$ cat src/rtl/svp_pkg.sv
// Shared types, constants and controller/datapath interface structs for the
// sliding-window percentile statistics block. No dependencies.
package svp_pkg;

  localparam int HIST_DEPTH_DEF = 256;
  localparam int SAMPLE_W       = 24;
  localparam int PCT_W          = 14;
  localparam int COUNT_OUT_W    = 9;
  localparam int OP_W           = 2;
  // Mean divider widths: the dividend covers the window sum and the
  // divisor covers the fill count.
  localparam int DIVD_W         = 40;
  localparam int DVS_W          = 14;

  localparam logic [PCT_W-1:0] PCT_FULL = 14'd10000;

  localparam logic [OP_W-1:0] OP_PUSH  = 2'd0;
  localparam logic [OP_W-1:0] OP_QUERY = 2'd1;
  localparam logic [OP_W-1:0] OP_CLEAR = 2'd2;

  typedef struct packed {
    logic [OP_W-1:0]     op;
    logic [SAMPLE_W-1:0] sample;
    logic [PCT_W-1:0]    percent_x100;
  } svp_in_t;

  typedef struct packed {
    logic [SAMPLE_W-1:0]    average;
    logic [SAMPLE_W-1:0]    percentile_value;
    logic [SAMPLE_W-1:0]    last_sample;
    logic [COUNT_OUT_W-1:0] sample_count;
  } svp_out_t;

  typedef enum logic [3:0] {
    ST_IDLE,
    ST_QCHK,
    ST_RWAIT,
    ST_ORD,
    ST_OLAT,
    ST_INNER,
    ST_OEVAL,
    ST_MGO,
    ST_MWAIT,
    ST_FMUL,
    ST_FGO,
    ST_FWAIT,
    ST_FLO,
    ST_DONE
  } svp_state_t;

  typedef struct packed {
    logic      push;
    logic      clear;
    logic      q_init;
    logic      div_start;
    logic      rank_div;
    logic      cap_rank;
    logic      cap_mean;
    logic      frac_hi;
    logic      frac_rem;
    logic      cap_frac;
    logic      outer_rd;
    logic      outer_lat;
    logic      inner_step;
    logic      outer_eval;
    logic      frac_mul;
    logic      load_out;
  } svp_cmd_t;

  typedef struct packed {
    logic cnt_zero;
    logic inner_done;
    logic outer_last;
    logic div_done;
  } svp_sts_t;

endpackage

$ cat src/rtl/svp_ctrl.sv
// Controller state machine: handshakes and the sequence of a query.
// Depends on svp_pkg.
module svp_ctrl (
  input  logic                         clk,
  input  logic                         rst_n,
  input  logic                         in_valid,
  input  logic [svp_pkg::OP_W-1:0]     in_op,
  output logic                         in_ready,
  output logic                         out_valid,
  input  logic                         out_ready,
  input  svp_pkg::svp_sts_t            sts,
  output svp_pkg::svp_cmd_t            cmd
);

  svp_pkg::svp_state_t state_r, state_nxt;
  logic out_valid_r, out_valid_nxt;
  logic accept;

  always_ff @(posedge clk) begin
    if (!rst_n) begin
      state_r     <= svp_pkg::ST_IDLE;
      out_valid_r <= 1'b0;
    end else begin
      state_r     <= state_nxt;
      out_valid_r <= out_valid_nxt;
    end
  end

  always_comb begin
    state_nxt     = state_r;
    out_valid_nxt = out_valid_r && !out_ready;
    cmd           = '0;
    in_ready      = (state_r == svp_pkg::ST_IDLE);
    accept        = in_valid && in_ready;

    unique case (state_r)
      svp_pkg::ST_IDLE: begin
        if (accept) begin
          unique case (in_op)
            svp_pkg::OP_PUSH:  cmd.push = 1'b1;
            svp_pkg::OP_CLEAR: cmd.clear = 1'b1;
            svp_pkg::OP_QUERY: begin
              cmd.q_init = 1'b1;
              state_nxt  = svp_pkg::ST_QCHK;
            end
            default: ;
          endcase
        end
      end
      svp_pkg::ST_QCHK: begin
        if (sts.cnt_zero) begin
          state_nxt = svp_pkg::ST_DONE;
        end else begin
          cmd.rank_div = 1'b1;
          state_nxt    = svp_pkg::ST_RWAIT;
        end
      end
      svp_pkg::ST_RWAIT: begin
        cmd.cap_rank = 1'b1;
        state_nxt    = svp_pkg::ST_ORD;
      end
      svp_pkg::ST_ORD: begin
        cmd.outer_rd = 1'b1;
        state_nxt    = svp_pkg::ST_OLAT;
      end
      svp_pkg::ST_OLAT: begin
        cmd.outer_lat = 1'b1;
        state_nxt     = svp_pkg::ST_INNER;
      end
      svp_pkg::ST_INNER: begin
        cmd.inner_step = 1'b1;
        if (sts.inner_done) begin
          state_nxt = svp_pkg::ST_OEVAL;
        end
      end
      svp_pkg::ST_OEVAL: begin
        cmd.outer_eval = 1'b1;
        state_nxt      = sts.outer_last ? svp_pkg::ST_MGO : svp_pkg::ST_ORD;
      end
      svp_pkg::ST_MGO: begin
        cmd.div_start = 1'b1;
        state_nxt     = svp_pkg::ST_MWAIT;
      end
      svp_pkg::ST_MWAIT: begin
        if (sts.div_done) begin
          cmd.cap_mean = 1'b1;
          state_nxt    = svp_pkg::ST_FMUL;
        end
      end
      svp_pkg::ST_FMUL: begin
        cmd.frac_mul = 1'b1;
        state_nxt    = svp_pkg::ST_FGO;
      end
      svp_pkg::ST_FGO: begin
        cmd.frac_hi = 1'b1;
        state_nxt   = svp_pkg::ST_FWAIT;
      end
      svp_pkg::ST_FWAIT: begin
        cmd.frac_rem = 1'b1;
        state_nxt    = svp_pkg::ST_FLO;
      end
      svp_pkg::ST_FLO: begin
        cmd.cap_frac = 1'b1;
        state_nxt    = svp_pkg::ST_DONE;
      end
      svp_pkg::ST_DONE: begin
        if (!out_valid_r || out_ready) begin
          cmd.load_out  = 1'b1;
          out_valid_nxt = 1'b1;
          state_nxt     = svp_pkg::ST_IDLE;
        end
      end
      default: state_nxt = svp_pkg::ST_IDLE;
    endcase
  end

  assign out_valid = out_valid_r;

endmodule
$ cat config.mk
export PLATFORM = sky130hd
export DESIGN_NAME = svp_ctrl
export DESIGN_NICKNAME = d
export VERILOG_FILES = /design/src/rtl/svp_pkg.sv /design/src/rtl/svp_ctrl.sv
export SDC_FILE = /design/constraint.sdc
export NUM_CORES = 1
export LEC_CHECK = 0
export BUFFER_PORTS_ARGS = -buffer_cell sky130_fd_sc_hd__buf_2
export CAP_MARGIN = 20
export CORE_AREA = 2 2 39 41
export CTS_CLUSTER_SIZE = 24
export DETAILED_ROUTE_END_ITERATION = 8
export DIE_AREA = 0 0 41 43
export PLACE_DENSITY = 0.76
export SYNTH_ARGS = -nofsm -noshare
export SYNTH_HDL_FRONTEND = slang
export SYNTH_SLANG_ARGS = --single-unit
$ cat constraint.sdc
create_clock -name clk -period 1.43 [get_ports clk]
set_clock_uncertainty 0.05 [all_clocks]
set_input_delay 0.286 -clock clk [delete_from_list [all_inputs] [get_ports clk]]
set_output_delay 0.286 -clock clk [all_outputs]
set_load 0.01 [all_outputs]
Word level (Yosys, flattened, before mapping)

Index checks and enable logic that the tools add are counted.

Bits in registers: 5
Logic and storage cells: 61
Output and inout bits: 18

Equality and inequality tests: 20
Muxes and demuxes: 31
Reduce and logical (&&, ||, !) cells: 8

Operators by type and width:

| cell                                                                  | number |
|---|---|
| 4-bit one-hot mux with 14 select lines                                | 1 |
| 4-bit equality test, second input constant                            | 6 |
| 4-bit 2-to-1 mux                                                      | 6 |
| 1-bit 2-to-1 mux                                                      | 21 |
| 4-bit by 3-bit equality test with 1-bit output, second input constant | 4 |
| 3-bit 2-to-1 mux                                                      | 3 |
| 4-bit by 2-bit equality test with 1-bit output, second input constant | 2 |
| 2-bit != test, second input constant                                  | 3 |
| 5-bit AND reduction                                                   | 1 |
| 4-bit by 1-bit equality test with 1-bit output, second input constant | 1 |
| 4-bit zero test                                                       | 1 |
| 2-bit by 1-bit != test with 1-bit output, second input constant       | 2 |
| 2-bit by 1-bit equality test with 1-bit output, second input constant | 1 |
| 2-bit equality test, second input constant                            | 1 |
| 1-bit logical AND                                                     | 2 |
| 1-bit zero test                                                       | 2 |
| 2-bit zero test                                                       | 1 |
| 1-bit logical OR                                                      | 1 |

Longest topological paths before layout

Gate-level depths: netlist of the first run.

Depth in word-level cells: 4
Gate-level depth with buffers: 5
Mapped depth without buffers: 4

Worst setup path after synthesis of the first run

OpenSTA, ideal clock, no wires.

Path kind: register -> output
Start point: register state_r[0]
End point: output cmd[15] (netlist bit)
Cell stages (with the launch flop): 4
Setup slack: -128 ps
Arrival: 1222 ps
Required time: 1094 ps
Buffers on the path: 1
Cells stage by stage: dfxtp_1 -> buf_2 -> nor4_4 -> nor4bb_1

RTL lines:

| what                   | RTL line       | RTL |
|---|---|---|
| start, declared        | svp_ctrl.sv:15 | `svp_pkg::svp_state_t state_r, state_nxt;` |
| start signal, assigned | svp_ctrl.sv:21 | `state_r <= svp_pkg::ST_IDLE;` |
| start signal, assigned | svp_ctrl.sv:24 | `state_r <= state_nxt;` |
| end, declared          | svp_ctrl.sv:12 | `output svp_pkg::svp_cmd_t cmd` |

==> run_results.csv, run 1 <==
group,metric,value,unit
status,outcome,"finished with violations",
status,violations,"negative setup slack",
floorplanning,start_util,37.8,%
detailed_routing,wl_met2,1.07,mm
critical_path,worstSetupEndpointType,"primary output",
critical_path,path_class,"reg2out",
critical_path,cp-startpoint,"state_r[2]",
yosys,syn_avg_cell_area,7.47,um2
layout,syn2layout_area_growth,86.1,%
yosys,synth_area_leader_cell,"dfxtp_1",
job,cap_viol_max_count,0,
yosys,ys_ff_latch,5,
sta,period_share,116,%
detailed_routing,route.detailed.vias_per_inst,5.55,
clock_network,ctsLongestPathBuffers,2,
critical_path,required,1.09,ns
yosys,synth_area_leaders,"dfxtp_1, nor2_1, nand2b_1",
pwr,internal_power,0.000385,W
critical_path,cpPeakStageDelay,0.36,ns
global_routing,grtUsageTotal,19.0,%
sta,fin_crit,1.67,ns
clock_network,cts_buffers,3,
pwr,power_frac_seq,26.9,%
pwr,p_switching,0.000197,W
yosys,synth_fp_nets,80,
sta,timing.final.hold_violations,0,
sta,max_freq,600,MHz
floorplanning,die_h,43,um
detailed_routing,wl_met1,739,um
yosys,yosys.area.top_type_share,19.1,%
min_path,min_from,"rst_n",
critical_path,crit_slowest_cell,"dfxtp_4",
pwr,vdd_drop_max,0.000394,V
critical_path,crit_path_max_fanout,5,
floorplanning,ios,28,
pwr,switching_share,33.9,%
critical_path,cp_data_arrival_time,1.33,ns
layout,final_nets,124,
global_routing,antenna_found_initial,0,
floorplanning,rows,14,
detailed_routing,drtPass1Iterations,4,
placement,gp_congestion,0.861,
critical_path,crit_path_start_kind,"flip-flop",
global_routing,grt_pass1_vias,552,
pwr,power_density,598,nW/um2
layout,finish.utilization,70.3,%
detailed_routing,drt_iter0_markers,10,
sta,tightest_slew,0.348,ns
yosys,synth_area,523,um2
clock_network,cts_sinks,5,
floorplanning,core_area,1380,um2
pwr,leakage,0.450,nW
detailed_routing,drc,0,
placement,port_buffers,27,
clock_network,ctsHoldBuffers,0,
critical_path,cp_top_family,"simple AND/OR/NAND/NOR gates",
clock_network,clk_latency,0.25,ns
clock_network,htree_num_levels,1,
sta,layout_setup_ws,-0.236,ns
critical_path,path_buf_inv,1,
detailed_routing,ant_nets,0,
yosys,yosysSeqAreaShare,19.1,%
min_path,hp-class,"in2reg",
sta,setup_viol,17,
global_routing,grt_max_degree,15,
detailed_routing,highest_layer,"met4",
sta,rsz0062_at_grt,"yes",
detailed_routing,dr_wl_met3,73,um
layout,diodes,0,
detailed_routing,vias,716,
clock_network,cts_root_buffer,"clkbuf_4",
clock_network,cts_tree,"done",
yosys,yosysWarnings,0,
floorplanning,die_x,41,um
clock_network,clk_pin_slew,0.05,ns
sta,drv_slew,0,
layout,layout-drive-gt1-share,68.1,%
detailed_routing,wl_per_cell,14.7,um
pwr,power_frac_clock,29.2,%
floorplanning,die_area,1760,um2
pwr,p_comb_share,43.9,%
global_routing,overflow,0,
critical_path,reg2reg_from,"state_r[0]",
pwr,p_total,0.000582,W
yosys,synthCells,70,
critical_path,crit_chain,"nor4_4, nor4bb_2, buf_2",
detailed_routing,totalWireLength,1.90,mm
sta,slew_headroom,76.8,%
global_routing,grt_pass1_wl,2.33,mm
placement,dp_hpwl,1.14,mm
sta,fin_hold_ws,0.262,ns
yosys,synth.distinct_cells,34,
[kinds of logic after synthesis]
family	synth area share, %
AOI/OAI and AO/OA	26.1
DFF	19.1
and+or+nand+nor	46.7
buffers and inverters	8.13
[cell usage after synthesis (all sizes together)]
| cell type | number |
|---|---|
| clkbuf | 3 |
| o21bai | 1 |
| o31ai | 1 |
| nand3b | 2 |
| nor4b | 1 |
| nor2 | 14 |
| nor2b | 1 |
| buf | 3 |
| a21o | 1 |
| o21ai | 2 |
| a21oi | 2 |
| a2111oi | 1 |
| nor4bb | 1 |
| nand2b | 5 |
| nor3b | 1 |
| nand3 | 1 |
| dfxtp | 5 |
| o211a | 1 |
| or2 | 1 |
| nand2 | 4 |
| o32ai | 1 |
| or2b | 1 |
| o21a | 2 |
| inv | 2 |
| a221o | 1 |
| a31oi | 1 |
| and4b | 1 |
| nor3 | 6 |
| a21boi | 1 |
| nor4 | 3 |
[power groups by stage]
stage	registers, W	logic (W)	clock network [W]
2_1_floorplan	0.000152	0.000116	0
3_3_place_gp	0.000159	0.000160	0
3_5_place_dp	0.000160	0.000164	0
4_1_cts	0.000160	0.000182	0.000168
5_1_grt	0.000157	0.000270	0.000184
6_report	0.000157	0.000255	0.000170
[worst paths after layout]
path | end | slack (ns) | cells after the start
max | cmd[15] | -0.24 | 3
min | state_r[2] | 0.26 | 3
max reg2reg | state_r[3] | 0.03 | 6
min reg2reg | out_valid | 0.66 | 3
[cells in the final DEF (no fill, tap or decap), types with 2 or more instances in the layout]
| master | count |
|---|---|
| inv_1 | 2 |
| clkbuf_4 | 3 |
| nand2_1 | 3 |
| buf_6 | 6 |
| nor3_2 | 4 |
| nand2b_4 | 3 |
| nor3_1 | 2 |
| nand3b_1 | 2 |
| nand2b_1 | 2 |
| nor4_4 | 2 |
| buf_8 | 2 |
| dfxtp_4 | 4 |
| buf_2 | 24 |
| nor2_1 | 8 |
| o21a_1 | 2 |
| nor2_4 | 2 |
| nor2_2 | 4 |
| a21oi_1 | 2 |
| buf_4 | 13 |
[worst min-delay path, delay by kind of cell]
kind / cells / cell delay [ns]
AO/OA/AOI/OAI: 1 / 0.06
buffers and inverters: 1 / 0.11
AND/OR/NAND/NOR: 1 / 0.07
[registers in the layout, indices dropped and copies added, names as in the netlist]
register	count
state_r	4
out_valid	1
[metal layers]
metal	up-vias	global-route usage [%]
met3	4	1.57
li1	339	-
met4	0	8.00
met1	346	22.3
met5	-	0
met2	27	32.8
[final cells by class]
| type | instances | area (um2) |
|---|---|---|
| multi-input cells | 57 | 489 |
| fillers | 101 | 410 |
| repair buffers | 45 | 315 |
| flip-flops and latches | 5 | 115 |
| clock buffers | 4 | 26.3 |
| well taps | 16 | 20.0 |
| inverters | 2 | 7.51 |
[through the flow]
step	instance area [um2]	cells	TNS (ns)	setup slack, ns
after global placement	731	117	0	0.0284
after floorplan	536	70	-0.0604	-0.0604
after global routing	973	129	-3.21	-0.308
after detailed placement	731	117	-0.00346	-0.00346
after CTS	800	122	-1.68	-0.219
final	973	129	-2.26	-0.236
[what timing repair did]
| action | 4_1_cts | 5_1_grt |
|---|---|---|
| buffers inserted | 1 | 7 |
| resized for setup | 12 | 29 |
| pin swaps | 4 | 13 |
| hold endpoints to repair | 0 | 0 |
| endpoints found under the setup margin | 18 | 21 |
Note: power is estimated with default switching activity, not from simulation.
==> run 2, diff against run 1 <==
- ABC_CLOCK_PERIOD_IN_PS: unset -> 1430
- PLACE_DENSITY: 0.76 -> unset
- PLACE_DENSITY_LB_ADDON: unset -> 0.1
==> run_results.csv, run 2 (synthesis gave the netlist of run 1 again) <==
group,metric,value,unit
layout,diodes,0,
critical_path,crit_path_max_fanout,4,
floorplanning,rows,14,
sta,rsz0062_at_grt,"yes",
sta,setup_viol,18,
placement,pre_cts_ws,-0.0286,ns
critical_path,path_class,"reg2out",
floorplanning,die_h,43,um
sta,slew_headroom,78.1,%
detailed_routing,drtPass1Iterations,4,
global_routing,grtUsageTotal,21.1,%
layout,layout-drive-gt1-share,69.0,%
layout,top_register,"state_r",
detailed_routing,drt_iter0_markers,15,
clock_network,htree_num_levels,1,
sta,setup_tns,-1.75,ns
pwr,vdd_drop_max,0.000490,V
critical_path,worstSetupEndpointType,"primary output",
sta,period_share,116,%
clock_network,ctsHoldBuffers,0,
clock_network,ctsLongestPathBuffers,2,
global_routing,grt_max_degree,11,
sta,max_freq,600,MHz
detailed_routing,totalWireLength,1.96,mm
sta,layout_setup_ws,-0.236,ns
clock_network,clk_latency,0.26,ns
sta,drv_slew,0,
placement,gp_congestion,0.758,
clock_network,cts_buffers,3,
global_routing,grt_pass1_vias,599,
sta,timing.final.hold_violations,0,
critical_path,crit_path_start_kind,"flip-flop",
detailed_routing,wl_per_cell,15.2,um
pwr,power_density,587,nW/um2
floorplanning,ios,28,
clock_network,cts_tree,"done",
status,outcome,"finished with violations",
floorplanning,die_x,41,um
clock_network,cts_sinks,5,
detailed_routing,ant_nets,0,
detailed_routing,drc,0,
critical_path,required,1.09,ns
min_path,hp-class,"in2reg",
floorplanning,start_util,37.8,%
layout,final_cell_mix,"buf_2, buf_6, buf_4",
sta,fin_crit,1.67,ns
placement,placed_area,723,um2
layout,final_nets,124,
floorplanning,die_area,1760,um2
detailed_routing,route.detailed.vias_per_inst,5.53,
clock_network,clk_pin_slew,0.04,ns
status,violations,"negative setup slack",
global_routing,antenna_found_initial,0,
global_routing,overflow,0,
sta,tightest_slew,0.329,ns
pwr,leakage,0.479,nW
detailed_routing,vias,713,
placement,port_buffers,27,
global_routing,grt_pass1_wl,2.48,mm
layout,layout_commonest_cell,"buf_2",
layout,largest_reg_flops,4,
placement,dp_hpwl,1.15,mm
layout,syn2layout_area_growth,96.9,%
layout,final_area,1030,um2
floorplanning,core_area,1380,um2
clock_network,cts_root_buffer,"clkbuf_4",
critical_path,cp_data_arrival_time,1.33,ns
job,cap_viol_max_count,0,
[run 2: area by class of cell]
type | count | area (um2)
clock buffers | 4 | 26.3
flip-flops and latches | 5 | 115
multi-input cells | 57 | 512
fillers | 113 | 354
inverters | 2 | 7.51
well taps | 16 | 20.0
repair buffers | 45 | 349
[run 2: path summary, 6_finish.rpt]
kind | to | cells past startpoint | start | slack [ns]
min reg2reg | out_valid | 3 | out_valid | 0.69
min | state_r[2] | 3 | rst_n | 0.24
max | cmd[15] | 3 | state_r[2] | -0.24
max reg2reg | state_r[3] | 6 | state_r[0] | 0
[run 2: routing by layer]
layer / track usage (%) / vias up / routed length [um] / share of wire, %
met1: 25.6 / 337 / 769 / 39
met3: 6.28 / 3 / 106 / 5.4
met4: 8.00 / 0 / 22 / 1.1
met2: 33.4 / 34 / 1070 / 54
met5: 0 / - / 0 / 0
li1: - / 339 / - / -
[run 2: repair_timing]
item	4_1_cts	5_1_grt
buffers inserted	6	3
gates resized for setup	19	30
endpoints found under the hold margin	0	0
cloned	0	1
setup endpoints to repair	17	21
pin swaps	5	16
[run 2: worst max-delay path, stage by stage (launching register included)]
cell,delay (ns)
dfxtp_4,0.36
nor4_4,0.30
nor4bb_2,0.25
buf_2,0.17
[run 2: through the flow]
step	util, %	cells	total power, W	hold WS [ns]
2_1_floorplan	-	70	0.000268	0.354
3_3_place_gp	52.3	116	0.000324	0.485
3_5_place_dp	52.3	116	0.000326	0.495
4_1_cts	61.3	125	0.000552	0.228
5_1_grt	74.4	129	0.000638	0.236
6_report	74.4	129	0.000604	0.237
[run 2: power by group]
group | switching [W] | internal, W | total, W
Sequential | 0.0000150 | 0.000144 | 0.000159
Clock | 0.0000689 | 0.000106 | 0.000175
Combinational | 0.000125 | 0.000145 | 0.000270
==> run 3, diff against run 2 <==
- PLACE_DENSITY: unset -> 0.72
- PLACE_DENSITY_LB_ADDON: 0.1 -> unset
==> run_results.csv, run 3 (synthesis gave the netlist of run 1 again) <==
group,metric,value,unit
placement,pre_cts_ws,-0.0309,ns
floorplanning,die_h,43,um
critical_path,cp_data_arrival_time,1.34,ns
global_routing,met2_usage,31.3,%
min_path,hp-class,"in2reg",
sta,setup_viol,16,
sta,period_share,117,%
status,violations,"negative setup slack",
floorplanning,ios,28,
clock_network,htree_num_levels,1,
global_routing,met3_usage,4.19,%
global_routing,overflow,0,
sta,rsz0062_at_grt,"yes",
pwr,vdd_drop_max,0.000474,V
detailed_routing,drc,0,
sta,drv_slew,0,
detailed_routing,route.detailed.vias_per_inst,5.48,
floorplanning,die_x,41,um
placement,dp_hpwl,1.24,mm
detailed_routing,vias,690,
global_routing,use_met1,27.6,%
layout,syn2layout_area_growth,69.1,%
critical_path,required,1.09,ns
global_routing,grt_max_degree,12,
placement,dpl.cell_count,119,
layout,final_nets,121,
layout,instances_no_fill,126,
sta,timing.final.hold_violations,0,
clock_network,ctsHoldBuffers,0,
detailed_routing,drtPass1Iterations,4,
detailed_routing,drt_iter0_markers,11,
clock_network,cts_sinks,5,
global_routing,grt_pass1_wl,2.55,mm
global_routing,grtUsageTotal,20.8,%
layout,layout_commonest_cell,"buf_2",
clock_network,clk_pin_slew,0.05,ns
layout,final_cell_mix,"buf_2, nor2_1, buf_4",
floorplanning,start_util,37.8,%
job,cap_viol_max_count,0,
floorplanning,die_area,1760,um2
sta,max_freq,596,MHz
placement,port_buffers,27,
status,outcome,"finished with violations",
layout,diodes,0,
floorplanning,rows,14,
pwr,leakage,0.440,nW
critical_path,crit_path_max_fanout,6,
placement,gp_congestion,0.840,
critical_path,cpPeakStageDelay,0.34,ns
floorplanning,core_area,1380,um2
clock_network,ctsLongestPathBuffers,2,
layout,layout-drive-gt1-share,59.1,%
sta,tightest_slew,0.363,ns
sta,slew_headroom,75.8,%
detailed_routing,ant_nets,0,
layout,largest_reg_flops,4,
sta,layout_setup_ws,-0.248,ns
layout,top_register,"state_r",
critical_path,crit_path_start_kind,"flip-flop",
critical_path,crit_chain,"nor4_4, nor4bb_2, buf_2",
global_routing,grt_pass1_vias,584,
clock_network,cts_tree,"done",
global_routing,antenna_found_initial,0,
critical_path,worstSetupEndpointType,"primary output",
pwr,power_density,606,nW/um2
global_routing,busiest_layer,"met2",
detailed_routing,wl_per_cell,13.5,um
clock_network,cts_root_buffer,"clkbuf_4",
sta,fin_crit,1.68,ns
critical_path,crit_slowest_cell,"dfxtp_2",
clock_network,cts_buffers,3,
critical_path,path_class,"reg2out",
clock_network,clk_latency,0.25,ns
detailed_routing,totalWireLength,1.71,mm
run 3: critical path: cells and delay by family, from the launching register on:
family	cells	cell delay [ns]
buffers and inverters	1	0.17
DFF	1	0.34
and+or+nand+nor	2	0.58
run 3: per-layer routing:
| layer | wire length, um | share of wire [%] | vias up |
|---|---|---|---|
| met5 | 0 | 0 | - |
| met4 | 43 | 2.5 | 0 |
| met3 | 81 | 4.7 | 6 |
| met2 | 880 | 52 | 25 |
| met1 | 702 | 41 | 323 |
| li1 | - | - | 336 |
run 3: what timing repair did:
action,CTS,global route
setup buffers,2,1
cloned,0,0
gates resized for setup,9,14
setup endpoints to repair,18,21
pin swaps,3,5
run 3: report_power, final:
part | internal [W] | total (W) | switching [W] | leakage [nW]
logic | 0.0000983 | 0.000205 | 0.000107 | 0.382
clock network | 0.000106 | 0.000172 | 0.0000660 | 0.0150
registers | 0.000146 | 0.000159 | 0.0000131 | 0.0430
run 3: final cells by class:
cell class                 count  area (um2)
fill                         131         499
multi-input combinational     57         454
timing repair buffer          42         267
sequential                     5         110
clock buffer                   4        26.3
tap                           16        20.0
inverter                       2        7.51
run 3: worst paths after layout:
kind,depth (start not counted),from,slack (ns),end
worst max register to register,6,state_r[2],0.05,state_r[2]
worst min-delay path,3,rst_n,0.24,state_r[2]
worst max-delay path,3,state_r[1],-0.25,cmd[15]
worst min register to register,3,out_valid,0.65,out_valid
run 3: per-stage QoR:
step	setup TNS [ns]	hold WS [ns]	util (%)	power (W)	area [um2]
5_1_grt	-3.02	0.250	63.9	0.000566	885
6_report	-1.98	0.238	63.9	0.000536	885
3_3_place_gp	0	0.498	53.9	0.000328	746
2_1_floorplan	-0.0604	0.354	-	0.000268	536
3_5_place_dp	-0.0309	0.497	53.9	0.000332	746
4_1_cts	-1.89	0.239	58.7	0.000510	812
